`src/srr_pkg.sv`:
```
// Shared types and constants for the selective-repeat receiver.
// Used by srr_seq, srr_map and selective_repeat_receiver; no dependencies.
package srr_pkg;

    localparam int SEQ_BITS_MAX_DEF = 8;

    localparam int CFG_IDX_W  = 2;
    localparam int CFG_DATA_W = 16;

    localparam logic [CFG_IDX_W-1:0] CFG_SEQ_WIDTH    = 2'd0;
    localparam logic [CFG_IDX_W-1:0] CFG_WINDOW_LIMIT = 2'd1;
    localparam logic [CFG_IDX_W-1:0] CFG_PACKET_LIMIT = 2'd2;

    localparam logic [3:0]  SEQ_WIDTH_RST    = 4'd8;
    localparam logic [8:0]  WINDOW_LIMIT_RST = 9'd16;
    localparam logic [15:0] PACKET_LIMIT_RST = 16'd1000;

    localparam int TDATA_OUT_W = 32;

    typedef struct packed {
        logic [3:0]  seq_width;
        logic [8:0]  window_limit;
        logic [15:0] packet_limit;
    } t_cfg;

    typedef struct packed {
        logic       ack_valid;
        logic [7:0] ack_num;
        logic [8:0] delivered_now;
        logic [7:0] expected_next;
        logic       finished;
    } t_result;

endpackage

```
`src/selective_repeat_receiver.sv`:
```
// Selective-repeat ARQ receiver, top level: config registers, output register.
// A frame passes from the input beat through evaluation, then a drain walk over held
// frames when it arrives in order and the packet limit is not yet reached, then the
// output register; output stalls hold the result back. One frame is in flight; the
// next beat is taken in the cycle after the result is loaded.
// Reset (synchronous, active low) clears state, then a pass over every entry wipes the bitmap.
module selective_repeat_receiver #(
    parameter int SEQ_BITS_MAX = srr_pkg::SEQ_BITS_MAX_DEF
) (
    input  logic                                i_clk,
    input  logic                                i_rst_n,
    input  logic                                i_s_tvalid,
    output logic                                o_s_tready,
    input  logic [7:0]                          i_s_tdata,  // [7:0] seq_num
    input  logic                                i_s_tuser,  // [0] lost
    output logic                                o_m_tvalid,
    input  logic                                i_m_tready,
    // [7:0] ack_num, [16:8] delivered_now, [24:17] expected_next, [25] finished
    output logic [srr_pkg::TDATA_OUT_W-1:0]     o_m_tdata,
    output logic                                o_m_tuser,  // [0] ack_valid
    input  logic                                i_cfg_valid,
    output logic                                o_cfg_ready,
    input  logic [srr_pkg::CFG_IDX_W-1:0]       i_cfg_index,
    input  logic [srr_pkg::CFG_DATA_W-1:0]      i_cfg_data
);
    srr_pkg::t_cfg    r_cfg;
    srr_pkg::t_result w_result;
    logic             w_ready;
    logic             w_push;
    logic             w_out_free;
    logic             w_cfg_wr;
    logic             w_width_we;

    logic                            r_m_tvalid;
    logic [srr_pkg::TDATA_OUT_W-1:0] r_m_tdata;
    logic                            r_m_tuser;

    assign o_cfg_ready = 1'b1;
    assign w_cfg_wr    = i_cfg_valid & o_cfg_ready;
    assign w_width_we  = w_cfg_wr && (i_cfg_index == srr_pkg::CFG_SEQ_WIDTH);

    always_ff @(posedge i_clk) begin
        if (!i_rst_n) begin
            r_cfg.seq_width    <= srr_pkg::SEQ_WIDTH_RST;
            r_cfg.window_limit <= srr_pkg::WINDOW_LIMIT_RST;
            r_cfg.packet_limit <= srr_pkg::PACKET_LIMIT_RST;
        end else if (w_cfg_wr) begin
            case (i_cfg_index)
                srr_pkg::CFG_SEQ_WIDTH:    r_cfg.seq_width    <= i_cfg_data[3:0];
                srr_pkg::CFG_WINDOW_LIMIT: r_cfg.window_limit <= i_cfg_data[8:0];
                srr_pkg::CFG_PACKET_LIMIT: r_cfg.packet_limit <= i_cfg_data;
                default: begin
                end
            endcase
        end
    end

    srr_seq #(.SEQ_BITS_MAX(SEQ_BITS_MAX)) u_seq (
        .i_clk      (i_clk),
        .i_rst_n    (i_rst_n),
        .i_valid    (i_s_tvalid),
        .i_seq      (i_s_tdata),
        .i_lost     (i_s_tuser),
        .i_cfg      (r_cfg),
        .i_width_we (w_width_we),
        .i_width_new(i_cfg_data[3:0]),
        .i_out_free (w_out_free),
        .o_ready    (w_ready),
        .o_push     (w_push),
        .o_result   (w_result)
    );

    assign o_s_tready = w_ready;
    assign w_out_free = !r_m_tvalid || i_m_tready;

    always_ff @(posedge i_clk) begin
        if (!i_rst_n) begin
            r_m_tvalid <= 1'b0;
        end else if (w_push) begin
            r_m_tvalid <= 1'b1;
        end else if (i_m_tready) begin
            r_m_tvalid <= 1'b0;
        end
    end

    always_ff @(posedge i_clk) begin
        if (w_push) begin
            r_m_tdata <= {6'd0, w_result.finished, w_result.expected_next,
                          w_result.delivered_now, w_result.ack_num};
            r_m_tuser <= w_result.ack_valid;
        end
    end

    assign o_m_tvalid = r_m_tvalid;
    assign o_m_tdata  = r_m_tdata;
    assign o_m_tuser  = r_m_tuser;

`ifndef SYNTH
    // one frame in flight: busy right after an input beat
    a_busy_after_accept: assert property (@(posedge i_clk) disable iff (!i_rst_n)
        (i_s_tvalid && o_s_tready) |=> !o_s_tready)
        else $error("input taken while a frame is in flight");

    // a result is only loaded into a free output slot
    a_push_slot_free: assert property (@(posedge i_clk) disable iff (!i_rst_n)
        w_push |-> (!r_m_tvalid || i_m_tready))
        else $error("result overwrote a pending output beat");

    // in-order delivery always comes with an ack
    a_deliver_acked: assert property (@(posedge i_clk) disable iff (!i_rst_n)
        (o_m_tvalid && (o_m_tdata[16:8] != 9'd0)) |-> o_m_tuser)
        else $error("delivery without acknowledgement");
`endif

endmodule

```
`src/srr_map.sv`:
```
// Held-frame bitmap: one-bit memory, one write port, one registered read port.
// Depends on srr_pkg for its default width; cleared by the sequencer after reset.
module srr_map #(
    parameter int ADDR_W = srr_pkg::SEQ_BITS_MAX_DEF
) (
    input  logic              i_clk,
    input  logic              i_we,
    input  logic [ADDR_W-1:0] i_waddr,
    input  logic              i_wdata,
    input  logic [ADDR_W-1:0] i_raddr,
    output logic              o_rdata
);
    localparam int DEPTH = 1 << ADDR_W;

    logic r_mem [DEPTH];
    logic r_rdata;

    always_ff @(posedge i_clk) begin
        if (i_we) begin
            r_mem[i_waddr] <= i_wdata;
        end
        r_rdata <= r_mem[i_raddr];
    end

    assign o_rdata = r_rdata;

endmodule

```
`src/srr_seq.sv`:
```
// Receiver sequencer: per-frame evaluation, drain walk over held frames,
// map clearing pass. Depends on srr_pkg and srr_map.
module srr_seq #(
    parameter int SEQ_BITS_MAX = srr_pkg::SEQ_BITS_MAX_DEF
) (
    input  logic             i_clk,
    input  logic             i_rst_n,
    input  logic             i_valid,
    input  logic [7:0]       i_seq,
    input  logic             i_lost,
    input  srr_pkg::t_cfg    i_cfg,
    input  logic             i_width_we,
    input  logic [3:0]       i_width_new,
    input  logic             i_out_free,
    output logic             o_ready,
    output logic             o_push,
    output srr_pkg::t_result o_result
);
    localparam int EW = SEQ_BITS_MAX;
    localparam int CW = (EW > 8) ? EW : 8;

    typedef enum logic [2:0] {
        S_CLEAR,
        S_IDLE,
        S_EVAL,
        S_DRAIN,
        S_OUT
    } t_state;

    t_state r_state, n_state;
    logic [EW-1:0] r_clr, n_clr;
    logic [EW-1:0] r_expected, n_expected;
    logic [8:0]    r_count, n_count;
    logic [15:0]   r_total, n_total;
    logic          r_done, n_done;
    logic [7:0]    r_seq, n_seq;
    logic          r_lost, n_lost;
    logic          r_ack, n_ack;
    logic [8:0]    r_now, n_now;

    logic          map_we;
    logic [EW-1:0] map_waddr;
    logic          map_wdata;
    logic [EW-1:0] map_raddr;
    logic          map_rdata;

    logic [EW-1:0] mask;
    logic [EW-1:0] exp_inc;
    logic [15:0]   total_inc;
    logic          done_inc;
    logic [CW-1:0] seq_ext;
    logic [CW-1:0] exp_ext;
    logic          in_range;

    // mask of the effective width: 0 acts as 1, above EW acts as EW
    function automatic logic [EW-1:0] mask_of(input logic [3:0] w);
        logic [3:0] c;
        logic [EW:0] full;
        c = w;
        if (c == 4'd0) begin
            c = 4'd1;
        end
        if (c > 4'(EW)) begin
            c = 4'(EW);
        end
        full = ({{EW{1'b0}}, 1'b1} << c) - {{EW{1'b0}}, 1'b1};
        return full[EW-1:0];
    endfunction

    srr_map #(.ADDR_W(EW)) u_map (
        .i_clk  (i_clk),
        .i_we   (map_we),
        .i_waddr(map_waddr),
        .i_wdata(map_wdata),
        .i_raddr(map_raddr),
        .o_rdata(map_rdata)
    );

    // shared step unit: advance expected, bump total, check limit and seq range
    always_comb begin
        mask      = mask_of(i_cfg.seq_width);
        exp_inc   = (r_expected + {{(EW-1){1'b0}}, 1'b1}) & mask;
        total_inc = (r_total == 16'hFFFF) ? r_total : r_total + 16'd1;
        done_inc  = total_inc >= i_cfg.packet_limit;
        seq_ext   = CW'(r_seq);
        exp_ext   = CW'(r_expected);
        in_range  = (seq_ext & ~CW'(mask)) == '0;
    end

    always_comb begin
        n_state    = r_state;
        n_clr      = r_clr;
        n_expected = r_expected;
        n_count    = r_count;
        n_total    = r_total;
        n_done     = r_done;
        n_seq      = r_seq;
        n_lost     = r_lost;
        n_ack      = r_ack;
        n_now      = r_now;
        map_we     = 1'b0;
        map_waddr  = r_expected;
        map_wdata  = 1'b0;
        map_raddr  = EW'(i_seq);
        o_push     = 1'b0;

        unique case (r_state)
            S_CLEAR: begin
                map_we    = 1'b1;
                map_waddr = r_clr;
                n_clr     = r_clr + {{(EW-1){1'b0}}, 1'b1};
                if (r_clr == '1) begin
                    n_state = S_IDLE;
                end
            end
            S_IDLE: begin
                if (i_valid) begin
                    n_seq   = i_seq;
                    n_lost  = i_lost;
                    n_state = S_EVAL;
                end
            end
            S_EVAL: begin
                n_ack   = 1'b0;
                n_now   = 9'd0;
                n_state = S_OUT;
                if (!r_done && !r_lost && in_range) begin
                    if (seq_ext == exp_ext) begin
                        n_ack      = 1'b1;
                        n_now      = 9'd1;
                        n_expected = exp_inc;
                        n_total    = total_inc;
                        n_done     = done_inc;
                        map_raddr  = exp_inc;
                        if (!done_inc) begin
                            n_state = S_DRAIN;
                        end
                    end else if (seq_ext > exp_ext) begin
                        if (r_count < i_cfg.window_limit) begin
                            n_ack = 1'b1;
                            // rdata holds the entry read at accept time
                            if (!map_rdata) begin
                                map_we    = 1'b1;
                                map_waddr = EW'(r_seq);
                                map_wdata = 1'b1;
                                n_count   = r_count + 9'd1;
                            end
                        end
                    end
                end
            end
            S_DRAIN: begin
                // rdata is the entry at r_expected, read last cycle
                if (map_rdata) begin
                    map_we     = 1'b1;
                    map_waddr  = r_expected;
                    if (r_count != 9'd0) begin
                        n_count = r_count - 9'd1;
                    end
                    n_now      = r_now + 9'd1;
                    n_total    = total_inc;
                    n_done     = done_inc;
                    n_expected = exp_inc;
                    map_raddr  = exp_inc;
                    if (done_inc) begin
                        n_state = S_OUT;
                    end
                end else begin
                    n_state = S_OUT;
                end
            end
            S_OUT: begin
                if (i_out_free) begin
                    o_push  = 1'b1;
                    n_state = S_IDLE;
                end
            end
            default: begin
                n_state = S_IDLE;
            end
        endcase

        // width rewrite reduces expected; the user must do it only while idle, the block has no check for it
        if (i_width_we) begin
            n_expected = r_expected & mask_of(i_width_new);
        end
    end

    always_ff @(posedge i_clk) begin
        if (!i_rst_n) begin
            r_state    <= S_CLEAR;
            r_clr      <= '0;
            r_expected <= '0;
            r_count    <= 9'd0;
            r_total    <= 16'd0;
            r_done     <= 1'b0;
        end else begin
            r_state    <= n_state;
            r_clr      <= n_clr;
            r_expected <= n_expected;
            r_count    <= n_count;
            r_total    <= n_total;
            r_done     <= n_done;
            r_seq      <= n_seq;
            r_lost     <= n_lost;
            r_ack      <= n_ack;
            r_now      <= n_now;
        end
    end

    assign o_ready = (r_state == S_IDLE);

    always_comb begin
        o_result.ack_valid     = r_ack;
        o_result.ack_num       = r_ack ? r_seq : 8'd0;
        o_result.delivered_now = r_now;
        o_result.expected_next = exp_ext[7:0];
        o_result.finished      = r_done;
    end

endmodule

```
`config.mk`:
```
export PLATFORM = sky130hd
export DESIGN_NAME = selective_repeat_receiver
export DESIGN_NICKNAME = d
export VERILOG_FILES = /design/src/srr_pkg.sv /design/src/selective_repeat_receiver.sv /design/src/srr_map.sv /design/src/srr_seq.sv
export SDC_FILE = /design/constraint.sdc
export NUM_CORES = 1
export LEC_CHECK = 0
export BUFFER_PORTS_ARGS = -buffer_cell sky130_fd_sc_hd__buf_2
export CAP_MARGIN = 20
export CORE_MARGIN = 5
export CORE_UTILIZATION = 50
export CTS_CLUSTER_DIAMETER = 100
export CTS_CLUSTER_SIZE = 16
export DETAILED_ROUTE_END_ITERATION = 12
export PLACE_DENSITY = 0.77
export SYNTH_ARGS = -nofsm -noshare
export SYNTH_HDL_FRONTEND = slang
export SYNTH_SLANG_ARGS = --single-unit
export TNS_END_PERCENT = 5
```
`constraint.sdc`:
```
create_clock -name i_clk -period 10.2 [get_ports i_clk]
set_input_delay 0.51 -clock i_clk [delete_from_list [all_inputs] [get_ports i_clk]]
set_output_delay 0.51 -clock i_clk [all_outputs]
set_load 0.02 [all_outputs]
```
==> impl_metrics.env <==
export IMPL_place_inst=2250
export IMPL_setup_viol=0
export IMPL_critical_path_class="reg2reg"
export IMPL_antenna_found_initial=0
export IMPL_finalCritPeriodShare=0.587
export IMPL_ir_worst_vdd_mv=0.119
export IMPL_clock_latency_ns=0.59
export IMPL_grt_max_degree=147
export IMPL_fin_cells=2303
export IMPL_fin_skew_ns=0.0326
export IMPL_drc=0
export IMPL_synth_seq_cells=378
export IMPL_synth_ff_type="edfxtp_1"
export IMPL_synthCells=1823
export IMPL_hold_viol_final=0
export IMPL_synth_area_um2=18600
export IMPL_syn_avg_cell_area_um2=10.2
export IMPL_core_um2=36700
export IMPL_area_delta_synth_final_pct=7.62
export IMPL_fp_row_count=70
export IMPL_final_area_um2=20000
export IMPL_timing_max_cap_violations=0
export IMPL_io_pins=68
export IMPL_rsz0062_at_grt="no"
export IMPL_timing_worst_slew_pin_value_ns=1.08
export IMPL_cts_resized=0
export IMPL_slew_headroom=0.281
export IMPL_die_width_um=203
export IMPL_viasPerCell=6.09
export IMPL_hpwl_mm=30.1
export IMPL_multi_input_comb_area_um2=7380
export IMPL_hold_path_class="in2reg"
export IMPL_clockBufferDepth=3
export IMPL_crit_path_start_kind="register"
export IMPL_die_y_um=203
export IMPL_ctsHoldBuffers=0
export IMPL_routabilityCongestion=0.947
export IMPL_grt_use_total=0.223
export IMPL_grt_pass1_vias=13464
export IMPL_cts_root_buf="clkbuf_16"
export IMPL_grt_ovfl_total=0
export IMPL_final_antenna_net_count=0
export IMPL_io_buffers=60
export IMPL_clk_pin_slew_ns=0.09
export IMPL_synth_top_area_share=0.487
export IMPL_power_density_nw_per_um2=143
export IMPL_cp_end_kind="register"
export IMPL_num_vias=14035
export IMPL_wl_per_cell_um=20.3
export IMPL_n_fill_cell=3076
export IMPL_grt_pass1_wl_mm=73.9
export IMPL_cts_tree="built"
export IMPL_diodes=0
export IMPL_p_leak_uw=0.00726
export IMPL_drt_initial_drc_count=1538
export IMPL_fin_tns_setup_ns=0
export IMPL_routed_wl_mm=46.8
export IMPL_synth_top_area_cell="edfxtp_1"
export IMPL_critPathArrivalTime_ns=6.25
export IMPL_min_period_ns=5.98
export IMPL_yosys_warnings=0
export IMPL_initial_core_util=0.507
export IMPL_seq_area_um2=10600
export IMPL_post_cts_repair_setup_buffers=0
export IMPL_dpl_cell_area_um2=19200
export IMPL_worst_ep_required_time_ns=10.47
export IMPL_clock_sinks=378
export IMPL_htree_levels=1
export IMPL_yosysSeqAreaShare=0.569
export IMPL_final_nets=1893
export IMPL_synth_edf_count=302
export IMPL_dr_pass1_iters=6
export IMPL_synthArstFlopShare=0
export IMPL_synthTopCellsByArea="edfxtp_1, dfxtp_1, nor2_1, nand2_1, mux2i_1"
export IMPL_drive_above_1_share=0.0834
export IMPL_maxSlewViolCount=0
export IMPL_status="finished clean"
export IMPL_synth_distinct_cells=80
export IMPL_path_max_fanout=120
export IMPL_max_freq_ghz=0.167
export IMPL_cts_buffers=27
export IMPL_dieArea_um2=41200
[flip-flops by register name (all words and copies together), names as in the netlist]
signal	flops
u_seq.exp_ext	8
u_seq.r_clr	8
r_cfg	29
u_seq.r_seq	8
u_seq.r_count	9
u_seq.u_map.o_rdata	1
o_m_tvalid	1
u_seq.r_lost	1
u_seq.r_state	3
u_seq.r_now	9
u_seq.r_done	1
u_seq.r_total	16
u_seq.u_map.r_mem	256
u_seq.r_ack	1
o_m_tdata	26
o_m_tuser	1
[cell usage in the layout (no fill, tap or decap), types with 5 or more instances in the layout]
master     netlist  layout
ha_1            45      45
nand3b_1        10      10
a31oi_1         18      18
or4_1            5       5
dfxtp_1         76      76
mux2i_1         59      55
xor2_1          19      19
buf_2           22      60
edfxtp_1       302     302
o211ai_1        13      13
buf_4            8      19
a311oi_1         7       7
conb_1           2       9
o21a_1           9       9
clkbuf_1        85      19
nor2_2          10      10
a22oi_1         10      10
o22ai_1          8       8
nor2_1         301     301
xnor2_1         24      24
or3_1           17      17
a211oi_1         8       8
nor2b_1         10      10
and3_1          25      25
nand4_1         17      17
nand3_1         99      99
clkbuf_16        0      28
and2_1          16      16
mux2_2           6       6
a221oi_1         5       5
nor3_1          51      50
nand2_1        275     275
o221ai_1        11      11
a21oi_1         71      71
o21ai_0         31      31
a21o_1          17      17
inv_1           41      40
nand2b_1        12      12
[layer usage]
| metal | wire, um | up-vias | track usage |
|---|---|---|---|
| met5 | 0 | - | 0 |
| met4 | 1150 | 0 | 0.0575 |
| met3 | 4590 | 101 | 0.0441 |
| met2 | 21600 | 697 | 0.359 |
| met1 | 19500 | 6773 | 0.312 |
| li1 | - | 6464 | - |
[cell usage after synthesis (all sizes together) (6+ instances only)]
master,count
nand2,275
o22ai,8
a21oi,71
clkbuf,86
a311oi,7
ha,45
and3,25
nor2b,10
mux2,6
o21a,9
o21ai,32
nand3b,10
nand4,17
buf,41
edfxtp,302
mux2i,59
dfxtp,76
nand3,99
a221oi,7
and2,16
o221ai,11
a31oi,18
inv,41
a21o,17
xor2,19
o211ai,13
nand2b,12
or3,17
nor2,311
a211oi,8
xnor2,24
a22oi,10
nor3,51
[power breakdown]
group	internal, uW	switching [uW]	total (uW)
registers	1650	6.60	1650
clock network	524	526	1050
logic	44.7	115	159
[through the flow]
stage / power, uW / setup WS, ns / utilization / hold slack, ns
6_report: 2860 / 4.22 / 0.546 / 0.116
3_5_place_dp: 1840 / 4.43 / 0.522 / 0.451
3_3_place_gp: 1840 / 4.57 / 0.522 / 0.444
4_1_cts: 2870 / 4.41 / 0.544 / 0.0931
5_1_grt: 2950 / 3.66 / 0.546 / 0.0971
2_1_floorplan: 1790 / 0.442 / - / 0.406
[cells by family after synthesis]
family	after synthesis	synth area share
fa+ha+maj	46	0.0313
compound gates	246	0.0905
buf+inv	168	0.0383
xor+xnor	43	0.0202
flops	378	0.569
simple gates	872	0.211
mux	68	0.0390
other cells	2	0.000404
[worst max-delay path, cell delays in order (launching register included)]
cell and delay, ns:
dfxtp_1 0.41, or3_1 0.38, ha_1 0.26, or3_1 0.33, a21oi_1 0.24, nor2_1 0.12
a21oi_1 0.41, nand2_1 0.20, a2111oi_4 0.34, buf_4 0.83, a22oi_1 0.30, a221oi_2 0.64
nand3_1 0.83, nor2_1 0.35
[layout make-up]
| cell class | count | area share |
|---|---|---|
| clock inverters | 1 | 0.00100 |
| flip-flops and latches | 378 | 0.529 |
| repair buffers | 83 | 0.0254 |
| multi-input cells | 1284 | 0.369 |
| well taps | 468 | 0.0292 |
| clock buffers | 48 | 0.0392 |
| inverters | 41 | 0.00769 |
[final timing paths]
kind	slack [ns]	to	cells after the start	startpoint
min reg2reg	0.46	r_cfg[12]$_SDFFE_PN0P_	2	r_cfg[12]$_SDFFE_PN0P_
max reg2reg	4.22	u_seq.u_map.r_mem[229]$_DFFE_PP_	13	r_cfg[27]$_SDFFE_PN0P_
max	4.22	u_seq.u_map.r_mem[229]$_DFFE_PP_	13	r_cfg[27]$_SDFFE_PN0P_
min	0.12	u_seq.r_lost$_DFFE_PP_	1	i_s_tuser
(Power assumes the default switching activity.)
